**config.mk**
```make
export PLATFORM = sky130hd
export DESIGN_NAME = i2c_target_line_sampler_unit
export DESIGN_NICKNAME = d
export VERILOG_FILES = /design/src/rtl/i2cts_pkg.sv /design/src/rtl/i2cts_core.sv /design/src/rtl/i2c_target_line_sampler_unit.sv
export SDC_FILE = /design/constraint.sdc
export NUM_CORES = 1
export LEC_CHECK = 0
export ABC_AREA = 0
export ABC_CLOCK_PERIOD_IN_PS = 5400
export BUFFER_PORTS_ARGS = -buffer_cell sky130_fd_sc_hd__buf_2
export CAP_MARGIN = 20
export CORE_UTILIZATION = 40
export CTS_CLUSTER_SIZE = 30
export DETAILED_ROUTE_END_ITERATION = 10
export PLACE_DENSITY = 0.55
export SLEW_MARGIN = 15
export SYNTH_ARGS = -nofsm -noshare
export SYNTH_HDL_FRONTEND = slang
export SYNTH_SLANG_ARGS = --single-unit
export TNS_END_PERCENT = 5
```
**constraint.sdc**
```tcl
create_clock -name clock -period 5.4 [get_ports clock]
set_clock_uncertainty 0.2 [all_clocks]
set_input_delay 0.54 -clock clock [delete_from_list [all_inputs] [get_ports clock]]
set_output_delay 0.54 -clock clock [all_outputs]
set_load 0.02 [all_outputs]
```
**src/rtl/i2cts_pkg.sv**
```systemverilog
// i2cts_pkg: shared types and constants of the i2c target line sampler
// holds the bus phase codes, the register indexes and the state/result structs
// no dependencies
`default_nettype none

package i2cts_pkg;

   // phase flag bits: busy, selected, read, master acked; low nibble is the step
   localparam logic [7:0] PH_IDLE     = 8'h00;
   localparam logic [7:0] PH_ADDR     = 8'h80;
   localparam logic [7:0] PH_IGNORE   = 8'h82;
   localparam logic [7:0] PH_WR_DATA  = 8'hC0;
   localparam logic [7:0] PH_WR_ACK   = 8'hC1;
   localparam logic [7:0] PH_WR_AACK  = 8'hC3;
   localparam logic [7:0] PH_RD_FIRST = 8'hE0;
   localparam logic [7:0] PH_RD_SLOT  = 8'hE1;
   localparam logic [7:0] PH_RD_NACK  = 8'hE2;
   localparam logic [7:0] PH_RD_AACK  = 8'hE3;
   localparam logic [7:0] PH_RD_NEXT  = 8'hF0;
   localparam logic [7:0] PH_RD_SLOTA = 8'hF1;

   localparam int FL_USE_BIT    = 7;
   localparam int FL_DEVICE_BIT = 6;
   localparam int FL_WR_BIT     = 5;
   localparam int FL_ACK_BIT    = 4;

   localparam logic [3:0] BYTE_BITS = 4'd8;

   // configuration register indexes
   localparam logic CSR_OWN_ADDRESS   = 1'b0;
   localparam logic CSR_TIMEOUT_LIMIT = 1'b1;

   localparam logic [15:0] TIMEOUT_RESET = 16'd1000;

   typedef struct packed {
      logic [7:0]  phase;
      logic [7:0]  shift;
      logic [3:0]  bit_count;
      logic [15:0] wait_count;
      logic        last_scl;
      logic        last_sda;
      logic        drive_low;
   } state_type;

   typedef struct packed {
      logic       sda_pull_low;
      logic       rx_valid;
      logic [7:0] rx_byte;
      logic       tx_pop;
      logic       addressed;
      logic       read_transfer;
      logic       bus_busy;
      logic       timeout_flag;
   } result_type;

   localparam state_type STATE_RESET = '{
      phase:      PH_IDLE,
      shift:      8'h00,
      bit_count:  4'd0,
      wait_count: 16'd0,
      last_scl:   1'b1,
      last_sda:   1'b1,
      drive_low:  1'b0
   };

endpackage : i2cts_pkg

`default_nettype wire

```
**src/rtl/i2cts_core.sv**
```systemverilog
// i2cts_core: next-state and result logic for one line sample
// purely combinational; uses i2cts_pkg for phase codes and structs
`default_nettype none

module i2cts_core
   import i2cts_pkg::*;
(
   input  wire state_type   cur,
   input  wire logic        scl,
   input  wire logic        sda,
   input  wire logic [7:0]  tx_byte,
   input  wire logic [6:0]  own_address,
   input  wire logic [15:0] timeout_limit,
   output state_type        nxt,
   output result_type       res
);

   // enter a phase with shifter, counters and sda drive cleared
   function automatic state_type go_phase(state_type s, logic [7:0] ph);
      state_type r;
      r            = s;
      r.phase      = ph;
      r.shift      = 8'h00;
      r.bit_count  = 4'd0;
      r.wait_count = 16'd0;
      r.drive_low  = 1'b0;
      return r;
   endfunction

   // put the msb of a new transmit byte on the line, keep the rest
   function automatic state_type load_tx(state_type s, logic [7:0] b, logic [7:0] ph);
      state_type r;
      r           = s;
      r.drive_low = ~b[7];
      r.shift     = {b[6:0], 1'b0};
      r.bit_count = 4'd1;
      r.phase     = ph;
      return r;
   endfunction

   logic       rise;
   logic       fall;
   logic       high;
   logic [3:0] step;
   logic       rd;
   logic       rxv;
   logic [7:0] rxb;
   logic       pop;
   logic       tmo;
   state_type  s;

   assign rise = ~cur.last_scl & scl;
   assign fall = cur.last_scl & ~scl;
   assign high = cur.last_scl & scl;
   assign step = cur.phase[3:0];
   assign rd   = cur.phase[FL_WR_BIT];

   always_comb begin
      s   = cur;
      rxv = 1'b0;
      rxb = 8'h00;
      pop = 1'b0;
      tmo = 1'b0;
      if (high && cur.last_sda && !sda) begin
         // start or repeated start
         s = go_phase(cur, PH_ADDR);
      end else if (high && !cur.last_sda && sda) begin
         // stop
         s = go_phase(cur, PH_IDLE);
      end else if (cur.phase == PH_IDLE) begin
         s = cur;
      end else if (rise) begin
         s.wait_count = 16'd0;
         if (step == 4'd0 && !rd) begin
            if (cur.bit_count < BYTE_BITS) begin
               s.shift     = {cur.shift[6:0], sda};
               s.bit_count = cur.bit_count + 4'd1;
            end
         end else if (step == 4'd1 && rd) begin
            s.phase[FL_ACK_BIT] = ~sda;
         end
      end else if (fall) begin
         s.wait_count = 16'd0;
         case (cur.phase) inside
            PH_ADDR: begin
               if (cur.bit_count >= BYTE_BITS) begin
                  if (cur.shift[7:1] == own_address) begin
                     s.phase     = cur.shift[0] ? PH_RD_AACK : PH_WR_AACK;
                     s.drive_low = 1'b1;
                     s.bit_count = 4'd0;
                  end else begin
                     s = go_phase(cur, PH_IGNORE);
                  end
               end
            end
            PH_WR_DATA: begin
               if (cur.bit_count >= BYTE_BITS) begin
                  s.phase     = PH_WR_ACK;
                  s.drive_low = 1'b1;
               end
            end
            PH_WR_ACK: begin
               rxv = 1'b1;
               rxb = cur.shift;
               s   = go_phase(cur, PH_WR_DATA);
            end
            PH_WR_AACK: begin
               s = go_phase(cur, PH_WR_DATA);
            end
            PH_RD_AACK: begin
               pop = 1'b1;
               s   = load_tx(s, tx_byte, PH_RD_FIRST);
            end
            PH_RD_FIRST, PH_RD_NEXT: begin
               if (cur.bit_count < BYTE_BITS) begin
                  s.drive_low = ~cur.shift[7];
                  s.shift     = {cur.shift[6:0], 1'b0};
                  s.bit_count = cur.bit_count + 4'd1;
               end else begin
                  // byte done, release sda for the master ack
                  s.drive_low = 1'b0;
                  s.bit_count = 4'd0;
                  s.phase     = {cur.phase[7:4], 4'h1};
               end
            end
            PH_RD_SLOT, PH_RD_SLOTA: begin
               if (cur.phase[FL_ACK_BIT]) begin
                  pop = 1'b1;
                  s   = load_tx(s, tx_byte, PH_RD_NEXT);
               end else begin
                  s = go_phase(cur, PH_RD_NACK);
               end
            end
            default: begin
               s = s;
            end
         endcase
      end else begin
         // no scl edge: count toward timeout
         if (cur.wait_count >= timeout_limit) begin
            tmo = 1'b1;
            s   = go_phase(cur, PH_IDLE);
         end else begin
            s.wait_count = cur.wait_count + 16'd1;
         end
      end
      s.last_scl = scl;
      s.last_sda = sda;
   end

   assign nxt = s;

   assign res.sda_pull_low  = s.drive_low;
   assign res.rx_valid      = rxv;
   assign res.rx_byte       = rxb;
   assign res.tx_pop        = pop;
   assign res.addressed     = s.phase[FL_DEVICE_BIT];
   assign res.read_transfer = s.phase[FL_DEVICE_BIT] & s.phase[FL_WR_BIT];
   assign res.bus_busy      = s.phase[FL_USE_BIT];
   assign res.timeout_flag  = tmo;

endmodule : i2cts_core

`default_nettype wire

```
**src/rtl/i2c_target_line_sampler_unit.sv**
```systemverilog
// i2c_target_line_sampler_unit: oversampled i2c target with 7-bit address
// top level; uses i2cts_pkg and i2cts_core
// pipeline: an accepted sample waits in the input register, and its result moves
//   into the result register whenever that register is empty or being drained
// throughput: one sample per cycle; the input register keeps filling while the
//   result waits, and req_stall rises only when both registers hold an item
// reset (synchronous): pipeline empty, bus idle, own_address 0,
//   timeout_limit 1000, last line levels high
`default_nettype none

module i2c_target_line_sampler_unit
   import i2cts_pkg::*;
(
   input  wire logic        clock,
   input  wire logic        reset,
   // sample channel
   input  wire logic        req_valid,
   output logic             req_stall,
   input  wire logic        req_scl_level,
   input  wire logic        req_sda_level,
   input  wire logic [7:0]  req_tx_byte,
   // result channel
   output logic             rsp_valid,
   input  wire logic        rsp_stall,
   output logic             rsp_sda_pull_low,
   output logic             rsp_rx_valid,
   output logic [7:0]       rsp_rx_byte,
   output logic             rsp_tx_pop,
   output logic             rsp_addressed,
   output logic             rsp_read_transfer,
   output logic             rsp_bus_busy,
   output logic             rsp_timeout_flag,
   // configuration writes
   input  wire logic        csr_wr_en,
   input  wire logic        csr_index,
   input  wire logic [15:0] csr_wdata
);

   // configuration registers
   logic [6:0]  own_address_ff;
   logic [15:0] timeout_limit_ff;

   // input register stage
   logic        in_valid_ff;
   logic        in_scl_ff;
   logic        in_sda_ff;
   logic [7:0]  in_tx_ff;

   // protocol state and result register
   state_type   state_ff;
   state_type   state_in;
   result_type  res_in;
   result_type  rsp_ff;
   logic        rsp_valid_ff;

   logic        advance;
   logic        in_load;

   // the result register can take a new item when empty or being drained
   assign advance   = ~rsp_valid_ff | ~rsp_stall;
   // the input register frees up whenever its item moves on
   assign req_stall = in_valid_ff & ~advance;
   assign in_load   = req_valid & ~req_stall;

   i2cts_core u_core (
      .cur           (state_ff),
      .scl           (in_scl_ff),
      .sda           (in_sda_ff),
      .tx_byte       (in_tx_ff),
      .own_address   (own_address_ff),
      .timeout_limit (timeout_limit_ff),
      .nxt           (state_in),
      .res           (res_in)
   );

   // configuration write decoder
   always_ff @(posedge clock) begin
      if (reset) begin
         own_address_ff   <= 7'd0;
         timeout_limit_ff <= TIMEOUT_RESET;
      end else if (csr_wr_en) begin
         unique case (csr_index)
            CSR_OWN_ADDRESS:   own_address_ff   <= csr_wdata[6:0];
            CSR_TIMEOUT_LIMIT: timeout_limit_ff <= csr_wdata;
            default:           own_address_ff   <= own_address_ff;
         endcase
      end
   end

   // input register: filled by a new item, kept while its item waits
   always_ff @(posedge clock) begin
      if (reset) begin
         in_valid_ff <= 1'b0;
      end else begin
         in_valid_ff <= in_load | (in_valid_ff & ~advance);
      end
      if (in_load) begin
         in_scl_ff <= req_scl_level;
         in_sda_ff <= req_sda_level;
         in_tx_ff  <= req_tx_byte;
      end
   end

   // protocol state advances only on the item that moves into the result register
   always_ff @(posedge clock) begin
      if (reset) begin
         state_ff     <= STATE_RESET;
         rsp_valid_ff <= 1'b0;
      end else if (advance) begin
         rsp_valid_ff <= in_valid_ff;
         if (in_valid_ff) begin
            state_ff <= state_in;
         end
      end
      if (advance && in_valid_ff) begin
         rsp_ff <= res_in;
      end
   end

   assign rsp_valid         = rsp_valid_ff;
   assign rsp_sda_pull_low  = rsp_ff.sda_pull_low;
   assign rsp_rx_valid      = rsp_ff.rx_valid;
   assign rsp_rx_byte       = rsp_ff.rx_byte;
   assign rsp_tx_pop        = rsp_ff.tx_pop;
   assign rsp_addressed     = rsp_ff.addressed;
   assign rsp_read_transfer = rsp_ff.read_transfer;
   assign rsp_bus_busy      = rsp_ff.bus_busy;
   assign rsp_timeout_flag  = rsp_ff.timeout_flag;

   // a received byte and a transmit pop never share one item
   a_rx_pop_excl: assert property (@(posedge clock) disable iff (reset)
      rsp_valid_ff |-> !(rsp_ff.rx_valid && rsp_ff.tx_pop))
      else $error("rx strobe and tx pop in the same item");

   // selection implies a busy bus, a read implies selection
   a_sel_busy: assert property (@(posedge clock) disable iff (reset)
      rsp_valid_ff && rsp_ff.read_transfer |-> rsp_ff.addressed && rsp_ff.bus_busy)
      else $error("read transfer flagged outside a selected transfer");

   // a timeout always leaves the bus idle
   a_tmo_idle: assert property (@(posedge clock) disable iff (reset)
      rsp_valid_ff && rsp_ff.timeout_flag |-> !rsp_ff.bus_busy && !rsp_ff.sda_pull_low)
      else $error("timeout without return to idle");

   // received byte reads zero when no byte is strobed
   a_rx_zero: assert property (@(posedge clock) disable iff (reset)
      rsp_valid_ff && !rsp_ff.rx_valid |-> rsp_ff.rx_byte == 8'h00)
      else $error("rx byte nonzero without strobe");

   // sda is never pulled low while the target is not selected
   a_drive_sel: assert property (@(posedge clock) disable iff (reset)
      state_ff.drive_low |-> state_ff.phase[FL_DEVICE_BIT])
      else $error("sda driven while not selected");

endmodule : i2c_target_line_sampler_unit

`default_nettype wire

```
==> results of run 1 <==
==> logic make-up (layout without fill, tap and decap cells) <==
family | after synthesis | count (layout)
and+or+nand+nor | 227 | 227
AOI/OAI and AO/OA | 111 | 111
DFF | 87 | 87
buffers and inverters | 50 | 91
xor gates and xnor gates | 23 | 23
adders and majority gates | 21 | 21
muxes | 10 | 10
==> routing by layer <==
| metal | part of all wire | global-route usage | routed length, um | vias up |
|---|---|---|---|---|
| met3 | 0.040 | 0.0305 | 456 | 13 |
| met5 | 0 | 0 | 0 | - |
| met2 | 0.44 | 0.302 | 5040 | 108 |
| met1 | 0.50 | 0.296 | 5650 | 1807 |
| li1 | - | - | - | 1948 |
| met4 | 0.021 | 0.0886 | 235 | 0 |
==> placed cells by master, fill, tap and decap left out, types with 3 or more instances in the layout <==
cell / synthesis / routed
a211oi_1: 4 / 4
a21oi_1: 41 / 41
a22oi_1: 7 / 7
a311o_1: 3 / 3
a31oi_1: 8 / 8
and2_1: 11 / 12
and3_1: 7 / 7
buf_2: 4 / 48
clkbuf_16: 0 / 11
dfxtp_1: 62 / 62
edfxtp_1: 25 / 25
ha_1: 20 / 20
inv_1: 27 / 27
mux2_4: 7 / 7
mux2i_1: 3 / 3
nand2_1: 84 / 84
nand2b_1: 7 / 7
nand3_1: 12 / 12
nand4_1: 12 / 12
nand4b_1: 3 / 3
nor2_1: 49 / 49
nor2b_1: 15 / 14
nor3_1: 5 / 5
nor4_1: 5 / 3
o211ai_1: 7 / 7
o21a_1: 6 / 6
o21ai_0: 13 / 13
or3_1: 3 / 3
or4_1: 5 / 5
xnor2_1: 6 / 6
xor2_1: 17 / 17
==> registers in the layout (all words and copies together), names as in the netlist <==
register	count
in_scl_ff	1
in_sda_ff	1
in_tx_ff	8
in_valid_ff	1
own_address_ff	7
rsp_addressed	1
rsp_bus_busy	1
rsp_read_transfer	1
rsp_rx_byte	8
rsp_rx_valid	1
rsp_sda_pull_low	1
rsp_timeout_flag	1
rsp_tx_pop	1
rsp_valid	1
state_ff	37
timeout_limit_ff	16
==> through the flow <==
stage / instance area [sq um] / power (mW) / hold WS [ps] / utilization / worst slack, ps
after global placement: 4920 / 0.838 / 246 / 0.446 / 1750
final: 5260 / 1.50 / 171 / 0.477 / 1990
after floorplan: 4600 / 0.797 / 236 / - / 2620
after CTS: 5250 / 1.52 / 160 / 0.476 / 1980
after detailed placement: 4920 / 0.840 / 248 / 0.446 / 1630
after global routing: 5260 / 1.56 / 164 / 0.477 / 1790
==> where the power goes <==
part | internal (mW) | switching, mW | total, mW
sequential | 0.692 | 0.0132 | 0.706
combinational | 0.0404 | 0.0794 | 0.120
clock | 0.427 | 0.246 | 0.673
total | 1.16 | 0.339 | 1.50
==> worst max-delay path, stage by stage, from the launching register on <==
cell and delay (ps):
dfxtp_1 330, nand2_1 60, nand2_1 250, inv_1 740, o21ai_1 350, a311o_1 410
or3_1 590, mux2_4 370
==> cell type report <==
class	instances	area [sq um]	area share
multi-input cells	392	2420	0.460
flip-flops and latches	87	1990	0.379
clock buffers	14	297	0.0563
repair buffers	48	240	0.0456
well taps	140	175	0.0333
inverters	27	101	0.0193
clock inverters	2	35.0	0.00666
==> worst max-delay path by stage <==
| stage | from | slack [ps] | cells after the start | to |
|---|---|---|---|---|
| 6_report | rsp_valid$_SDFFE_PP0N_ | 1990 | 7 | state_ff[30]$_SDFFE_PP0P_ |
| 5_1_grt | rsp_valid$_SDFFE_PP0N_ | 1790 | 7 | state_ff[29]$_SDFFE_PP0P_ |
| 4_1_cts | rsp_valid$_SDFFE_PP0N_ | 1980 | 7 | state_ff[30]$_SDFFE_PP0P_ |
| 3_5_place_dp | rsp_stall | 1630 | 8 | state_ff[26]$_SDFFE_PP0P_ |
| 3_3_place_gp | rsp_stall | 1750 | 8 | state_ff[25]$_SDFFE_PP0P_ |
| 2_1_floorplan | rsp_stall | 2620 | 8 | state_ff[24]$_SDFFE_PP0P_ |
==> impl_metrics.env, run 1 <==
export IMPL_dp_hpwl_mm=8.17
export IMPL_reg2reg_to="state_ff[30]$_SDFFE_PP0P_"
export IMPL_dpl_cell_count=694
export IMPL_worstHoldPathCells=1
export IMPL_muxShareOfSynthArea=0.0294
export IMPL_port_buffers=48
export IMPL_row_count=38
export IMPL_synth_area_per_cell_sq_um=8.69
export IMPL_p_leak_nw=2.06
export IMPL_antenna_found_initial=0
export IMPL_rsz0062_at_grt="no"
export IMPL_outcome="complete, no violations"
export IMPL_hold_class="input pin to flip-flop"
export IMPL_cts_setup_buffers=0
export IMPL_cts_tree="yes"
export IMPL_cellPowerDensity_nw_per_um2=285
export IMPL_yosys_register_bits=87
export IMPL_start_kind="flip-flop"
export IMPL_maxSlewViolCount=0
export IMPL_yosysTopAreaCell="dfxtp_1"
export IMPL_syn_nets=581
export IMPL_cts_root_buf="clkbuf_16"
export IMPL_maxCapViolCount=0
export IMPL_yosys_area_share_simple=0.240
export IMPL_htree_levels=3
export IMPL_dieArea_sq_um=11900
export IMPL_clock_latency_ps=340
export IMPL_clk_pin_slew_ps=60
export IMPL_grt_overflow=0
export IMPL_num_antenna_cells=0
export IMPL_drc=0
export IMPL_synth_compound_area_frac=0.154
export IMPL_wl_per_cell_um=16.0
export IMPL_critPathCaptureType="flip-flop"
export IMPL_clk_path_buf_depth=2
export IMPL_drtIter0Drc=193
export IMPL_r2r_slack_ps=1990
export IMPL_drt_pass1_iter_count=4
export IMPL_cp_arrival_ps=3440
export IMPL_num_vias=3876
export IMPL_synth_top_family_by_area="simple AND/OR/NAND/NOR gates"
export IMPL_min_to="in_tx_ff[0]$_DFFE_PP_"
export IMPL_drive_gt1_frac=0.133
export IMPL_cts_buffers_inserted=9
export IMPL_crit_required_ps=5420
export IMPL_synth_top_area_frac=0.270
export IMPL_cts_sinks=87
export IMPL_timing_rr_start="rsp_valid$_SDFFE_PP0N_"
export IMPL_die_x_um=109
export IMPL_final_cells=710
export IMPL_synthAdderAreaFrac=0.0566
export IMPL_fin_tns_setup_ps=0
export IMPL_hold_viol=0
export IMPL_core_area_sq_um=11000
export IMPL_gp_congestion=0.895
export IMPL_track_usage=0.205
export IMPL_grt_pass1_wl_mm=18.7
export IMPL_crit_type="flip-flop to flip-flop"
export IMPL_final_nets=617
export IMPL_ys_async_sr_fraction=0
export IMPL_final_setup_viol_count=0
export IMPL_syn_area_sq_um=4600
export IMPL_post_route_period_util=0.632
export IMPL_start_util=0.417
export IMPL_fin_crit_ps=3410
export IMPL_synthXorXnorAreaFrac=0.0438
export IMPL_cts_hold_buf=0
export IMPL_n_fill_cell=1096
export IMPL_peakVddDrop_uv=160
export IMPL_grt_pass1_vias=3672
export IMPL_antenna_left=0
export IMPL_synth_ff_type="dfxtp_1"
export IMPL_worst_pin_slew_ps=1060
export IMPL_cp_max_fo=21
export IMPL_die_height_um=109
export IMPL_syn_to_final_growth_pct=14.5
export IMPL_ys_types=57
export IMPL_min_from="req_tx_byte[0]"
export IMPL_synth_common_cells="nand2_1 (84), dfxtp_1 (62), nor2_1 (49), a21oi_1 (41), inv_1 (27)"
export IMPL_synthCells=529
export IMPL_synth_most_common_cell="nand2_1"
export IMPL_max_slew_margin=0.284
export IMPL_synth_edff_count=25
export IMPL_reg2reg_depth=7
export IMPL_grt_max_degree=40
export IMPL_ys_warnings_count=0
export IMPL_max_freq_mhz=293
export IMPL_ys_top_cells_by_area="dfxtp_1 (27%), edfxtp_1 (16%), nand2_1 (6.9%)"
export IMPL_postCtsResizedCells=0
export IMPL_wl_mm=11.4
export IMPL_ios=49
export IMPL_vias_per_cell=5.46
export IMPL_ys_seq_area_frac=0.433
Power figures use the tool's default switching activity.
==> inputs of run 2 (changes only) <==
Settings changed: ABC_AREA 0 to 1, ABC_CLOCK_PERIOD_IN_PS 5400 to 2850, PLACE_DENSITY 0.55 to 0.57.
Clock period 5.4 ns to 2.85 ns, I/O delays scaled along.
==> run 2 against run 1 <==
Against the previous run:
- the flow now finishes with violations (design-rule violations)
- first-iteration DRC count fell by 7.3%
- largest cell class unchanged
- critical path depth rose by 7
- worst hold slack got worse by 150 ps
- clock power rose by 77%
- count of clock-buffer cells in the layout fell by 4
- sequential power rose by 93%
- via count rose by 12%
==> impl_metrics.env, run 2 <==
export IMPL_worst_pin_slew_ps=672
export IMPL_synth_top_area_frac=0.257
export IMPL_vias_per_cell=5.03
export IMPL_maxSlewViolCount=0
export IMPL_max_freq_mhz=395
export IMPL_hold_viol=0
export IMPL_final_setup_viol_count=0
export IMPL_cp_max_fo=13
export IMPL_final_common_cell="nand2_1"
export IMPL_hold_class="input pin to flip-flop"
export IMPL_antenna_found_initial=0
export IMPL_regMostFlops="state_ff"
export IMPL_crit_chain="inv_1 > ha_1 > nand2_1 > nand2_1 > nand2_1 > nand2_1 > a21oi_1 > nand3_2 > nor2_1 > nand3_2 > nand3_4 > nand2_2 > nand2_1 > nor2_1"
export IMPL_drt_pass1_iter_count=8
export IMPL_antenna_left=0
export IMPL_die_height_um=112
export IMPL_syn_area_sq_um=4830
export IMPL_cts_setup_buffers=0
export IMPL_row_count=39
export IMPL_cts_root_buf="clkbuf_16"
export IMPL_path_buf_inv=1
export IMPL_yosys_register_bits=87
export IMPL_wl_per_cell_um=13.8
export IMPL_grt_pass1_wl_mm=20.3
export IMPL_drive_gt1_frac=0.155
export IMPL_rsz0062_at_grt="no"
export IMPL_outcome="finished with violations"
export IMPL_dpl_cell_count=824
export IMPL_synth_edff_count=25
export IMPL_cts_tree="yes"
export IMPL_dp_hpwl_mm=8.66
export IMPL_maxCapViolCount=0
export IMPL_htree_levels=3
export IMPL_crit_type="flip-flop to flip-flop"
export IMPL_crit_required_ps=2900
export IMPL_syn_to_final_growth_pct=18.0
export IMPL_p_leak_nw=2.56
export IMPL_port_buffers=48
export IMPL_peakVddDrop_uv=328
export IMPL_max_slew_margin=0.548
export IMPL_grt_overflow=0
export IMPL_synthCells=646
export IMPL_clock_latency_ps=350
export IMPL_n_fill_cell=1175
export IMPL_fin_crit_ps=2530
export IMPL_dieArea_sq_um=12500
export IMPL_drtIter0Drc=179
export IMPL_cp_arrival_ps=2580
export IMPL_grt_pass1_vias=4188
export IMPL_drc=2
export IMPL_yosys_area_share_simple=0.295
export IMPL_die_x_um=112
export IMPL_gp_congestion=0.888
export IMPL_cts_sinks=87
export IMPL_critPathLaunch="timeout_limit_ff[9]$_SDFFE_PP1P_"
export IMPL_synth_area_per_cell_sq_um=7.48
export IMPL_synthXorXnorAreaFrac=0.0145
export IMPL_post_route_period_util=0.887
export IMPL_cp_slowest_stage_delay_ps=300
export IMPL_min_from="csr_wdata[15]"
export IMPL_cellPowerDensity_nw_per_um2=515
export IMPL_grt_max_degree=43
export IMPL_ios=49
export IMPL_r2r_slack_ps=320
export IMPL_synth_ff_type="dfxtp_1"
export IMPL_yosysTopAreaCell="dfxtp_1"
export IMPL_synthAdderAreaFrac=0.0518
export IMPL_ys_types=46
export IMPL_final_cells=861
export IMPL_final_nets=765
export IMPL_synth_common_cells="nand2_1 (138), nor2_1 (86), inv_1 (77), dfxtp_1 (62), o21ai_0 (45)"
export IMPL_ys_async_sr_fraction=0
export IMPL_syn_nets=698
export IMPL_cts_buffers_inserted=9
export IMPL_slowest_stage="dfxtp_1"
export IMPL_muxShareOfSynthArea=0
export IMPL_synth_compound_area_frac=0.137
export IMPL_final_cell_mix="nand2_1 (138), nor2_1 (86), inv_1 (77), dfxtp_1 (62), buf_2 (48)"
export IMPL_violations="design-rule violations"
export IMPL_num_vias=4335
export IMPL_wl_mm=11.8
export IMPL_synth_most_common_cell="nand2_1"
export IMPL_top_regs="state_ff x37, timeout_limit_ff x16"
export IMPL_start_kind="flip-flop"
export IMPL_core_area_sq_um=11600
export IMPL_fin_tns_setup_ps=0
export IMPL_ys_warnings_count=0
export IMPL_num_antenna_cells=0
export IMPL_crit_family="simple AND/OR/NAND/NOR gates"
export IMPL_critPathCaptureType="flip-flop"
export IMPL_clk_pin_slew_ps=60
export IMPL_largest_reg_flops=37
export IMPL_timing_rr_start="timeout_limit_ff[9]$_SDFFE_PP1P_"
export IMPL_ys_seq_area_frac=0.412
export IMPL_start_util=0.416
export IMPL_crit_path_frequent_cell="nand2_1"
export IMPL_synth_top_family_by_area="simple AND/OR/NAND/NOR gates"
export IMPL_track_usage=0.207
export IMPL_ys_top_cells_by_area="dfxtp_1 (26%), edfxtp_1 (16%), nand2_1 (11%)"
export IMPL_clk_path_buf_depth=2
[run 2: cell count changes in the layout (fill, tap and decap cells not counted), sizes merged, moves of 21 or more]
cell         delta
nor2           +43
nand3          +29
dlygate4sd3    +21
nand2          +62
o21ai          +36
inv            +61
[run 2: worst min-delay path: stages]
cell     delay [ps]
buf_2            70
o21ai_0          70
a21oi_1         100
[run 2: final timing paths]
path / end / cells after the start
max: state_ff[26]$_SDFFE_PP0P_ / 14
min: timeout_limit_ff[15]$_SDFFE_PP0P_ / 3
max reg2reg: state_ff[26]$_SDFFE_PP0P_ / 14
min reg2reg: timeout_limit_ff[14]$_SDFFE_PP0P_ / 2
[run 2: where the power goes]
part / switching (mW) / internal [mW] / leakage (nW)
clock: 0.508 / 0.680 / 0.145
combinational: 0.254 / 0.136 / 1.66
sequential: 0.0316 / 1.33 / 0.751
total: 0.793 / 2.14 / 2.56
[run 2: timing repair]
action,CTS,global route
hold buffers,21,0
endpoints found under the hold margin,21,0
gates resized for setup,0,0
[run 2: routing by layer]
metal,vias up,part of all wire,GRT usage,routed length [um]
met5,-,0,0,0
met4,0,0.015,0.0784,178
met3,12,0.044,0.0381,519
met2,92,0.45,0.330,5360
met1,1969,0.49,0.278,5790
li1,2262,-,-,-
[run 2: kinds of logic after synthesis]
family | after synthesis
flip-flops | 87
XOR/XNOR | 8
AND/OR/NAND/NOR | 311
AO/OA/AOI/OAI | 111
buffers and inverters | 109
adder cells (fa/ha/maj) | 20
[run 2: per-stage QoR]
step / util / area, sq um / worst slack [ps] / hold WS (ps) / total power, mW
after floorplan: - / 4830 / 676 / 184 / 1.65
after global placement: 0.448 / 5200 / 392 / 250 / 1.75
after detailed placement: 0.448 / 5200 / 337 / 256 / 1.76
after CTS: 0.491 / 5710 / 319 / 9.67 / 2.97
after global routing: 0.491 / 5710 / 53.3 / 50.6 / 3.07
final: 0.491 / 5710 / 321 / 17.0 / 2.94
[run 2: final cells by class]
class	count	area, sq um	share of cell area
inverters	90	338	0.0592
clock inverters	6	61.3	0.0107
repair buffers	75	495	0.0868
multi-input cells	450	2410	0.422
flip-flops and latches	87	1990	0.349
well taps	143	179	0.0314
clock buffers	10	230	0.0404
==> inputs of run 3 (changes only) <==
Settings changed: BUFFER_PORTS_ARGS -buffer_cell sky130_fd_sc_hd__buf_2 to not set, DONT_BUFFER_PORTS set to 1, PLACE_DENSITY 0.57 to 0.53.
==> run 3 against run 2 <==
Against the previous run:
- the flow still finishes with violations (design-rule violations)
- flip-flop and latch count is the same
- critical path depth is the same
- combinational power shrank 5.6%
- count of clock-buffer cells in the layout grew 3
- sequential share of layout area grew 0.81 points
- design area shrank 2.3%
- power shrank 0.20%
- sequential power is essentially flat
- first-iteration DRC count grew 6.1%
- die area is the same
==> impl_metrics.env, run 3 (synthesis results as in run 2) <==
export IMPL_cts_sinks=87
export IMPL_cts_root_buf="clkbuf_16"
export IMPL_ios=49
export IMPL_post_route_period_util=0.881
export IMPL_antenna_left=0
export IMPL_postLayoutSetupSlackWorst_ps=340
export IMPL_rsz0062_at_grt="no"
export IMPL_core_area_sq_um=11600
export IMPL_drc=2
export IMPL_num_antenna_cells=0
export IMPL_drt_pass1_iter_count=7
export IMPL_maxCapViolCount=0
export IMPL_grt_pass1_vias=4111
export IMPL_dp_hpwl_mm=8.83
export IMPL_fin_tns_setup_ps=0
export IMPL_die_height_um=112
export IMPL_crit_required_ps=2890
export IMPL_sequentialPowerShare=0.469
export IMPL_grt_pass1_wl_mm=20.0
export IMPL_swShare=0.263
export IMPL_clkPwrFrac=0.406
export IMPL_clk_path_buf_depth=2
export IMPL_fin_crit_ps=2510
export IMPL_wl_mm=12.1
export IMPL_antenna_found_initial=0
export IMPL_critPathCaptureType="flip-flop"
export IMPL_num_vias=4211
export IMPL_power_total_mw=2.93
export IMPL_grt_overflow=0
export IMPL_worst_pin_slew_ps=728
export IMPL_cp_max_fo=13
export IMPL_hold_class="input pin to flip-flop"
export IMPL_drtIter0Drc=190
export IMPL_cp_arrival_ps=2550
export IMPL_gp_congestion=0.863
export IMPL_max_slew_margin=0.512
export IMPL_peakVddDrop_uv=366
export IMPL_final_nets=726
export IMPL_violations="design-rule violations"
export IMPL_grt_max_degree=28
export IMPL_cts_buffers_inserted=9
export IMPL_design_area_sq_um=5580
export IMPL_wl_per_cell_um=14.8
export IMPL_final_setup_viol_count=0
export IMPL_regMostFlops="state_ff"
export IMPL_htree_levels=3
export IMPL_p_int_mw=2.16
export IMPL_top_regs="state_ff x37, timeout_limit_ff x16"
export IMPL_dieArea_sq_um=12500
export IMPL_final_common_cell="nand2_1"
export IMPL_cts_tree="yes"
export IMPL_maxSlewViolCount=0
export IMPL_cellPowerDensity_nw_per_um2=526
export IMPL_vias_per_cell=5.12
export IMPL_drive_gt1_frac=0.0898
export IMPL_dp_slack_ps=379
export IMPL_p_leak_nw=2.41
export IMPL_port_buffers=0
export IMPL_power_switching_mw=0.770
export IMPL_clk_pin_slew_ps=60
export IMPL_clock_latency_ps=350
export IMPL_outcome="finished with violations"
export IMPL_place_area_sq_um=4990
export IMPL_start_util=0.416
export IMPL_die_x_um=112
export IMPL_start_kind="flip-flop"
export IMPL_track_usage=0.207
export IMPL_row_count=39
export IMPL_combPwrFrac=0.126
export IMPL_syn_to_final_growth_pct=15.4
export IMPL_final_cell_mix="nand2_1 (138), nor2_1 (86), inv_1 (77), dfxtp_1 (62), o21ai_0 (45)"
export IMPL_max_freq_mhz=398
export IMPL_finish_utilization=0.480
export IMPL_hold_viol=0
export IMPL_largest_reg_flops=37
export IMPL_crit_type="flip-flop to flip-flop"
run 3: cell count changes in the layout (fill, tap and decap cells not counted), moves of 2 or more:
| cell | before | now |
|---|---|---|
| clkbuf_1 | 0 | 3 |
| dlygate4sd3_1 | 21 | 29 |
| clkinv_2 | 3 | 1 |
| buf_2 | 48 | 0 |
run 3: power by group through the flow:
stage          clock network, mW  logic, mW  registers, mW
2_1_floorplan                  0      0.255           1.39
3_3_place_gp                   0      0.323           1.40
3_5_place_dp                   0      0.332           1.40
4_1_cts                     1.23      0.370           1.37
5_1_grt                     1.27      0.416           1.38
6_report                    1.19      0.368           1.37
run 3: layout make-up:
type	instances	area [sq um]
fill	1181	6040
tap	143	179
timing repair buffer	36	363
sequential	87	1990
clock buffer	13	250
clock inverter	3	43.8
inverter	90	338
multi-input combinational	450	2410
run 3: worst paths after layout:
check                                        start                               end  slack, ps  depth (start not counted)
hold reg to reg   timeout_limit_ff[1]$_SDFFE_PP0P_  timeout_limit_ff[1]$_SDFFE_PP0P_        270                          2
setup / recovery  timeout_limit_ff[9]$_SDFFE_PP1P_         state_ff[30]$_SDFFE_PP0P_        340                         14
hold / removal                           csr_index    own_address_ff[0]$_SDFFE_PP0P_         60                          3
setup reg to reg  timeout_limit_ff[9]$_SDFFE_PP1P_         state_ff[30]$_SDFFE_PP0P_        340                         14
run 3: per-layer routing:
| layer | GRT usage | vias to the layer above | share of wire |
|---|---|---|---|
| met5 | 0 | - | 0 |
| met2 | 0.335 | 78 | 0.46 |
| met3 | 0.0327 | 15 | 0.031 |
| met4 | 0.0973 | 0 | 0.017 |
| met1 | 0.270 | 1936 | 0.49 |
| li1 | - | 2182 | - |
run 3: repair_timing:
action,CTS,global route
gates resized for setup,0,0
hold buffers,29,0
buffers inserted,0,0
hold endpoints to repair,43,0
run 3: per-stage QoR:
step | hold slack (ps) | std cells
after floorplan | 184 | 646
final | 64.6 | 822
after global placement | 161 | 776
after global routing | 69.6 | 822
after CTS | 53.1 | 822
after detailed placement | 162 | 777
run 3: worst max-delay path, stage by stage (launching register included):
cell and delay, ps:
dfxtp_1 310, inv_1 60, ha_1 310, nand2_1 70
nand2_1 40, nand2_1 50, nand2_1 50, a21oi_1 240
nand3_2 170, nor2_1 250, nand3_2 260, nand3_4 240
nand2_1 70, inv_1 50, nor2_1 30
